## src/sv/dhs_pkg.sv

```systemverilog
`timescale 1ns / 1ps
package dhs_pkg;

  localparam int BUCKETS    = 8;
  localparam int NUM_BOUNDS = 7;
  localparam int BIDX_W     = 3;
  localparam int CFG_AW     = 5;
  localparam logic [31:0] TOP_BOUND = 32'hffff_ffff;

  localparam logic [31:0] BOUND_RESET [NUM_BOUNDS] = '{
    32'd100, 32'd500, 32'd1000, 32'd5000, 32'd10000, 32'd50000, 32'd100000
  };

  // Commands from the controller to the datapath.
  typedef struct packed {
    logic load;      // capture the beat and update the statistics
    logic div_start; // start a serial division
    logic div_sel;   // 0: average, 1: median interpolation
    logic walk_clr;  // reset the cumulative walk
    logic walk_step; // add one bucket to the walk
    logic mul;       // form span * num
    logic fin;       // register the result beat
  } dhs_cmd_t;

  // Status from the datapath to the controller.
  typedef struct packed {
    logic div_done;
    logic walk_hit;   // cumulative count reached half
    logic walk_end;   // last bucket visited
    logic med_direct; // median known without a division
  } dhs_sts_t;

endpackage

```

## src/sv/dhs_ctrl.sv

```systemverilog
`timescale 1ns / 1ps
module dhs_ctrl import dhs_pkg::*; (
  input  logic     clk,
  input  logic     rst_n,
  input  logic     in_tvalid,
  output logic     in_tready,
  output logic     out_tvalid,
  input  logic     out_tready,
  input  logic     interp_ok,
  output dhs_cmd_t cmd,
  input  dhs_sts_t sts
);

  typedef enum logic [7:0] {
    S_IDLE = 8'b0000_0001, S_AVG  = 8'b0000_0010, S_WALK = 8'b0000_0100,
    S_MUL  = 8'b0000_1000, S_DIVS = 8'b0001_0000, S_MED  = 8'b0010_0000,
    S_FIN  = 8'b0100_0000, S_OUT  = 8'b1000_0000
  } state_t;

  state_t state_r, state_nxt;

  assign in_tready  = (state_r == S_IDLE);
  assign out_tvalid = (state_r == S_OUT);

  // Sequencing of average division, bucket walk and median division.
  always_comb begin
    state_nxt = state_r;
    cmd = '0;
    case (state_r)
      S_IDLE: begin
        if (in_tvalid) begin
          cmd.load = 1'b1;
          state_nxt = S_AVG;
        end
      end
      S_AVG: begin
        cmd.div_start = 1'b1;
        cmd.walk_clr = 1'b1;
        state_nxt = S_WALK;
      end
      S_WALK: begin
        if (sts.med_direct) state_nxt = S_MED;
        else begin
          cmd.walk_step = 1'b1;
          if (sts.walk_hit) state_nxt = S_MUL;
          else if (sts.walk_end) state_nxt = S_MED;
        end
      end
      S_MUL: begin
        cmd.mul = 1'b1;
        state_nxt = S_DIVS;
      end
      S_DIVS: begin
        if (sts.div_done) state_nxt = interp_ok ? S_MED : S_FIN;
        if (sts.div_done && interp_ok) begin
          cmd.div_start = 1'b1;
          cmd.div_sel = 1'b1;
        end
      end
      S_MED: begin
        if (sts.div_done) state_nxt = S_FIN;
      end
      S_FIN: begin
        cmd.fin = 1'b1;
        state_nxt = S_OUT;
      end
      S_OUT: begin
        if (out_tready) state_nxt = S_IDLE;
      end
      default: state_nxt = S_IDLE;
    endcase
  end

  always_ff @(posedge clk) begin
    if (!rst_n) state_r <= S_IDLE;
    else state_r <= state_nxt;
  end

  assert property (@(posedge clk) disable iff (!rst_n)
    cmd.load |=> state_r == S_AVG) else $error("load did not start work");
  assert property (@(posedge clk) disable iff (!rst_n)
    cmd.fin |=> out_tvalid) else $error("result not presented");
  assert property (@(posedge clk) disable iff (!rst_n)
    out_tvalid |-> !in_tready) else $error("input open while result held");

endmodule
```

## config.mk

```make
export PLATFORM = sky130hd
export DESIGN_NAME = dhs_ctrl
export DESIGN_NICKNAME = d
export VERILOG_FILES = /design/src/sv/dhs_pkg.sv /design/src/sv/dhs_ctrl.sv
export SDC_FILE = /design/constraint.sdc
export NUM_CORES = 1
export LEC_CHECK = 0
export BUFFER_PORTS_ARGS = -buffer_cell sky130_fd_sc_hd__buf_2
export CAP_MARGIN = 20
export CORE_MARGIN = 10
export CORE_UTILIZATION = 42
export CTS_BUF_LIST = sky130_fd_sc_hd__clkbuf_16
export DETAILED_ROUTE_END_ITERATION = 7
export GPL_TIMING_DRIVEN = 0
export PLACE_DENSITY_LB_ADDON = 0.08
export SLEW_MARGIN = 20
export SYNTH_ARGS = -nofsm -noshare
export SYNTH_HDL_FRONTEND = slang
export SYNTH_SLANG_ARGS = --single-unit
```

## constraint.sdc

```tcl
create_clock -name clk -period 1.73 [get_ports clk]
set_clock_uncertainty 0.2 [all_clocks]
set_input_delay 0 -clock clk [delete_from_list [all_inputs] [get_ports clk]]
set_output_delay 0 -clock clk [all_outputs]
set_load 0.02 [all_outputs]
```

### Word-level counts from Yosys, hierarchy flattened

Cells that the tools add are included.

* flip-flop bits (word level): 8
* bits of input ports: 9
* output and inout port bits: 9
* word-level logic and storage cells: 35

* equal/unequal tests: 13
* multiplexer cells: 19
* reductions and logical operators: 2

Operator list (count)
* 8-bit case mux with 8 select lines: 1
* 8-bit 2-to-1 mux: 7
* 8-bit by 1-bit == test with 1-bit output, second input constant: 1
* 8-bit by 2-bit == test with 1-bit output, second input constant: 1
* 8-bit by 3-bit == test with 1-bit output, second input constant: 1
* 8-bit by 4-bit == test with 1-bit output, second input constant: 1
* 8-bit by 5-bit == test with 1-bit output, second input constant: 1
* 8-bit by 6-bit == test with 1-bit output, second input constant: 1
* 8-bit by 7-bit == test with 1-bit output, second input constant: 1
* 8-bit == test, second input constant: 1
* 1-bit 2-to-1 mux: 8
* 7-bit 2-to-1 mux: 1
* 2-bit inequality test, second input constant: 3
* 5-bit AND reduction: 1
* 4-bit inequality test, second input constant: 1
* 2-bit 2-to-1 mux: 1
* 2-bit by 1-bit inequality test with 1-bit output, second input constant: 1
* 1-bit case mux with 2 select lines: 1
* 1-bit logical AND: 1

### Depth between registers and ports, before layout

Gate-level depths: netlist (run 1).

* depth after elaboration: 4
* depth in mapped cells: 5
* mapped depth without buffers: 5

### Worst setup path after synthesis (run 1)

OpenSTA, ideal clock, no wires.

* path type: flip-flop to flip-flop
* from: register state_r[4]
* to: register state_r[3]
* library setup time: 0.061 ns
* arrival: 1.418 ns
* required time: 1.469 ns
* slack: 0.051 ns
* cell stages (with the launch flop): 5
* period minus slack after synthesis: 1.679 ns
* cells stage by stage: dfxtp_1 -> nor4_4 -> nand4b_2 -> nor2_1 -> and3_1

* longest elaborated chain between the ends: 3
* elaborated cells between the ends (all ways): 15
* those cells by class: eq/ne: 13; mux: 1; reduce/logical: 1

RTL lines
* start: declaration: RTL line dhs_ctrl.sv:20 `state_t state_r, state_nxt;`
* start signal: assignment: RTL line dhs_ctrl.sv:76 `else state_r <= state_nxt;`
* 8-bit by 3-bit == test with 1-bit output (tied with other cells): RTL line dhs_ctrl.sv:29 `case (state_r)`
* 4-bit inequality test (no source line) (tied with other cells)
* 5-bit AND reduction (no source line)

Parallel ways exist; a longest one is shown, timed or not.
A chain may end at the register's enable or synchronous reset.

==> results of run 1 <==
-- per-layer routing --
| metal | up-vias | global-route usage (%) | wire length, microns |
|---|---|---|---|
| met2 | 17 | 17.8 | 850 |
| met5 | - | 0 | 0 |
| met1 | 258 | 10.5 | 675 |
| met4 | 0 | 3.07 | 8 |
| li1 | 280 | - | - |
| met3 | 2 | 7.52 | 144 |
-- power by group --
group / switching [uW] / internal [uW]
Combinational: 277 / 284
Sequential: 46.7 / 218
Clock: 89.6 / 298
-- per-stage QoR --
| stage | util [%] | setup TNS [ns] |
|---|---|---|
| final | 79.4 | -0.522 |
| after global routing | 79.4 | -1.31 |
| after CTS | 77.7 | -0.776 |
| after detailed placement | 55.0 | -0.408 |
| after global placement | 55.0 | -0.321 |
| after floorplan | - | 0 |
-- area by class of cell --
type / instances / share of cell area [%]
well taps: 14 / 1.88
repair buffers: 29 / 24.5
multi-input cells: 45 / 44.0
plain buffers: 2 / 1.21
inverters: 4 / 1.88
flip-flops and latches: 8 / 18.4
clock buffers: 3 / 8.08
-- layout by cell type, fill, tap and decap left out, drive strengths merged --
cell type	netlist	final
clkbuf	0	3
or2	1	1
mux2i	1	1
nor4	3	3
and3	3	3
buf	2	25
o22ai	1	1
dlygate4sd3	0	6
nor2	7	7
o211ai	1	1
o21ai	3	3
a31o	1	1
a211oi	1	1
nor2b	4	4
nand4b	3	3
a21oi	1	1
nand3	2	2
dfxtp	8	8
and2	3	3
nor4bb	1	1
nor3	1	1
inv	4	4
o2111a	1	1
and4b	2	2
o21a	1	1
xor2	1	1
nand2	3	3
-- worst max-delay path by stage --
stage	depth (start not counted)	slack (ns)	endpoint
floorplan	4	0.05	state_r[3]
global placement	5	-0.11	state_r[0]
detailed placement	5	-0.10	state_r[0]
CTS	6	-0.12	cmd[5]
global route	6	-0.19	cmd[5]
finish	6	-0.13	cmd[5]
-- tightest hold or removal path, stage by stage --
cell	delay [ns]
buf_2	0.11
o21ai_0	0.13
a31o_1	0.20
-- kinds of logic after synthesis --
logic type,share of synthesized area (%)
compound gates,14.6
xor+xnor,1.60
buf+inv,4.80
flops,29.3
mux,1.83
simple gates,47.8
-- repair_timing --
| action | in CTS | in global routing |
|---|---|---|
| gates resized for setup | 25 | 8 |
| setup endpoints to repair | 10 | 12 |
| hold endpoints to repair | 7 | 0 |
| buffers inserted | 7 | 0 |
| pin swaps | 13 | 6 |
| hold buffers | 6 | 0 |
==> results.yml, run 1 <==
place:
  gp_congestion: 0.698
  portBuffers: 16
  placed_cell_area_sq_um: 644
  dp_cells: 89
  dp_slack_ns: -0.101
  dp_hpwl_mm: 1.08
routing:
  vias: 557
  postRouteAntennaNets: 0
  wl_per_cell_microns: 16.0
  viasPerCell: 5.30
  firstDrtPassIters: 2
  wl_mm: 1.68
  drcViolationCount: 0
  drtIter0Drc: 6
critical_path:
  critical_path_class: "reg2out"
  slowest_stage: "dfxtp_1"
  crit_start: "state_r[0]"
  cp_max_fo: 4
  arrival_ns: 1.66
  crit_buf_inv: 1
  startpoint_type: "flip-flop"
  critPathMaxStageDelay_ns: 0.35
  crit_top_cell: "and2_4"
  crit_chain: "nor4_4 > and2_4 > and3_4 > and2_4 > or2_4 > buf_6"
  path_delay_family: "simple AND/OR/NAND/NOR gates"
  reg2reg_to: "state_r[2]"
  rr_startpoint: "state_r[5]"
  end_kind: "output port"
  required_ns: 1.53
  r2r_slack_ns: -0.06
  r2r_cells: 5
final_layout:
  fin_nets: 102
  finalNonFillerCells: 105
  fin_area_sq_um: 930
  n_antenna_cell: 0
  largest_reg_flops: 8
  drive_above_1_share_pct: 53.8
  top_regs: "state_r (8)"
  regArea_sq_um: 171
  multi_input_area_sq_um: 409
  fillers: 76
  syn2layout_area_growth_pct: 70.0
  largest-register: "state_r"
floorplanning:
  placementRows: 12
  pin_count: 18
  dieHeight_microns: 56.1
  core_sq_um: 1170
  die_w_microns: 56.1
  start_util_pct: 46.7
  die_area_sq_um: 3140
pwr:
  leakage_uw: 0.000470
  power_density_nw_per_um2: 1300
  peakVddDrop_v: 0.00113
  finalPower_uw: 1210
timing:
  min_period_ns: 1.86
  rsz0062_at_grt: "true"
  tightestPinTransition_ns: 0.381
  whs_ns: 0.0680
  hold_viol_final: 0
  slew_headroom_pct: 74.6
  finalSetupViolations: 9
  finalCritPeriodShare_pct: 108
  finalWorstSetupSlack_ns: -0.130
  final_max_slew_viol_count: 0
  fmax_mhz: 538
synthesis:
  synth.area.top_cells: "dfxtp_1 29%, nor4_4 12%, nor2_1 4.8%"
  synth_enable_flop_cells: 0
  synth_cell_type_count: 30
  syn_inst: 59
  ys.flop_type: "dfxtp_1"
  async_flop_share_pct: 0
  netlist_area_sq_um: 547
  syn_avg_cell_area_sq_um: 9.27
  ys_ff_latch: 8
  ys_seq_area_share_pct: 29.3
  synth.most_common_cell: "dfxtp_1"
  yosys.area.top_type_share_pct: 29.3
  synthesis.nets: 68
  yosysWarnings: 0
  synth_top_cell_by_area: "dfxtp_1"
  netlist_top_cells_count: "8 x dfxtp_1, 7 x nor2_1, 4 x inv_1, 4 x nor2b_1"
grt:
  grt_pass1_wl_mm: 2.72
  grt_overflow_total: 0
  grt_max_degree: 10
  grt_use_total_pct: 10.8
  antenna_found_initial: 0
  grt_pass1_vias: 595
worst_hold_path:
  hold_path_end: "state_r[0]"
  whs_path_depth: 3
  hold_path.class: "in2reg"
  hold_start: "in_tvalid"
clocking:
  numCtsBuffers: 3
  htree_levels: 1
  cts_tree: "built"
  cts-root-buf: "clkbuf_16"
  clk_pin_slew_worst_paths_ns: 0.04
  clk_path_buf_depth: 2
  insertion_delay_ns: 0.23
  cts.sinks: 8
status:
  violations: "negative setup slack"
  status: "complete, but fails checks"
job:
  maxCapViolCount: 0
Note: power is estimated with default switching activity, not from simulation.
==> run 2, diff against run 1 <==
SETUP_SLACK_MARGIN = 0.4   (was unset)
==> results.yml, run 2 (synthesis results as in run 1) <==
status:
  status: "complete, but fails checks"
  violations: "negative setup slack"
clocking:
  cts_tree: "built"
  clk_path_buf_depth: 2
  cts-root-buf: "clkbuf_16"
  clk_pin_slew_worst_paths_ns: 0.04
  cts.sinks: 8
  insertion_delay_ns: 0.24
  htree_levels: 1
  numCtsBuffers: 3
timing:
  whs_ns: 0.00809
  finalWorstSetupSlack_ns: -0.126
  tightestPinTransition_ns: 0.324
  finalCritPeriodShare_pct: 107
  finalSetupViolations: 13
  final_max_slew_viol_count: 0
  tns_ns: -0.818
  fmax_mhz: 539
  hold_viol_final: 0
  rsz0062_at_grt: "true"
  min_period_ns: 1.86
  slew_headroom_pct: 78.3
pwr:
  peakVddDrop_v: 0.000785
  comb_power_share_pct: 44.1
  power_density_nw_per_um2: 1170
  pwr-share-seq_pct: 22.5
  clockPowerShare_pct: 33.4
  leakage_uw: 0.000474
  p_int_uw: 793
  switching_share_pct: 35.6
  power_switching_uw: 438
floorplanning:
  die_w_microns: 56.1
  die_area_sq_um: 3140
  placementRows: 12
  pin_count: 18
  core_sq_um: 1170
  dieHeight_microns: 56.1
  start_util_pct: 46.7
critical_path:
  crit_start: "state_r[0]"
  r2r_cells: 6
  arrival_ns: 1.66
  rr_startpoint: "state_r[5]"
  cp_max_fo: 4
  reg2reg_to: "state_r[0]"
  critical_path_class: "reg2out"
  r2r_slack_ns: -0.10
  startpoint_type: "flip-flop"
  required_ns: 1.53
  crit_end: "cmd[5]"
  end_kind: "output port"
place:
  gp_congestion: 0.700
  dp_cells: 89
  dp_hpwl_mm: 1.13
  portBuffers: 16
  placed_cell_area_sq_um: 686
final_layout:
  drive_above_1_share_pct: 64.0
  regArea_sq_um: 178
  n_antenna_cell: 0
  syn2layout_area_growth_pct: 92.2
  fillers: 51
  largest-register: "state_r"
  largest_reg_flops: 8
  finalNonFillerCells: 114
  top_regs: "state_r (8)"
  layout_common_cells: "12 x buf_4, 12 x buf_6, 8 x buf_2, 6 x dlygate4sd3_1, 5 x nor2_1"
  multi_input_area_sq_um: 430
  fin_nets: 110
  fin_area_sq_um: 1050
grt:
  met3_usage_pct: 4.56
  grt_overflow_total: 0
  antenna_found_initial: 0
  grt.busiest_layer: "met2"
  grt_max_degree: 8
  grt_pass1_wl_mm: 3.17
  use_met1_pct: 12.7
  grt_pass1_vias: 675
  grt_use_total_pct: 12.4
  met2_usage_pct: 21.1
routing:
  postRouteAntennaNets: 0
  vias: 665
  firstDrtPassIters: 4
  drtIter0Drc: 23
  wl_mm: 2.23
  viasPerCell: 5.83
  drcViolationCount: 0
  wl_per_cell_microns: 19.6
job:
  maxCapViolCount: 0
worst_hold_path:
  hold_path.class: "in2reg"
==> run 2: worst min-delay path by stage <==
stage	from	endpoint	slack (ns)	depth (start not counted)
5_1_grt	sts[2]	state_r[5]	0.04	4
3_5_place_dp	sts[2]	state_r[3]	0.12	2
3_3_place_gp	sts[2]	state_r[3]	0.1	2
2_1_floorplan	sts[0]	cmd[2]	-0.17	1
6_report	sts[2]	state_r[5]	0.008	4
4_1_cts	sts[2]	state_r[5]	0.008	4
==> run 2: area by class of cell <==
class / count / area share (%)
clock inverters: 1 / 0.357
plain buffers: 2 / 1.07
well taps: 14 / 1.67
clock buffers: 3 / 7.14
multi-input cells: 45 / 41.0
inverters: 4 / 1.67
flip-flops and latches: 8 / 16.9
repair buffers: 37 / 30.2
==> run 2: power by group through the flow <==
stage	Sequential (uW)	Clock [uW]	Combinational, uW
floorplan	265	0	318
global placement	272	0	399
detailed placement	274	0	412
CTS	268	413	512
global route	277	430	587
finish	277	411	543
==> run 2: worst max-delay path, stage by stage (launching register included) <==
cell and delay (ns):
dfxtp_2 0.34, nor4_4 0.35, and2_4 0.20, and3_4 0.18, and2_4 0.14, or2_4 0.10
buf_6 0.10
==> run 2: metal layers <==
layer,up-vias,part of all wire [%]
met4,0,4.0
met5,-,0
li1,298,-
met2,50,47
met3,10,10
met1,307,39
==> run 2: repair_timing <==
action | CTS | global route
pin swaps | 10 | 8
setup buffers | 8 | 7
hold buffers | 6 | 0
setup endpoints to repair | 17 | 17
resized for setup | 29 | 8
endpoints found under the hold margin | 6 | 0
==> run 2: stage by stage <==
step	power (uW)	utilization [%]	worst slack (ns)
floorplan	583	-	0.0550
global placement	671	58.5	-0.112
detailed placement	686	58.5	-0.143
CTS	1190	83.3	-0.129
global route	1290	89.7	-0.215
finish	1230	89.7	-0.126
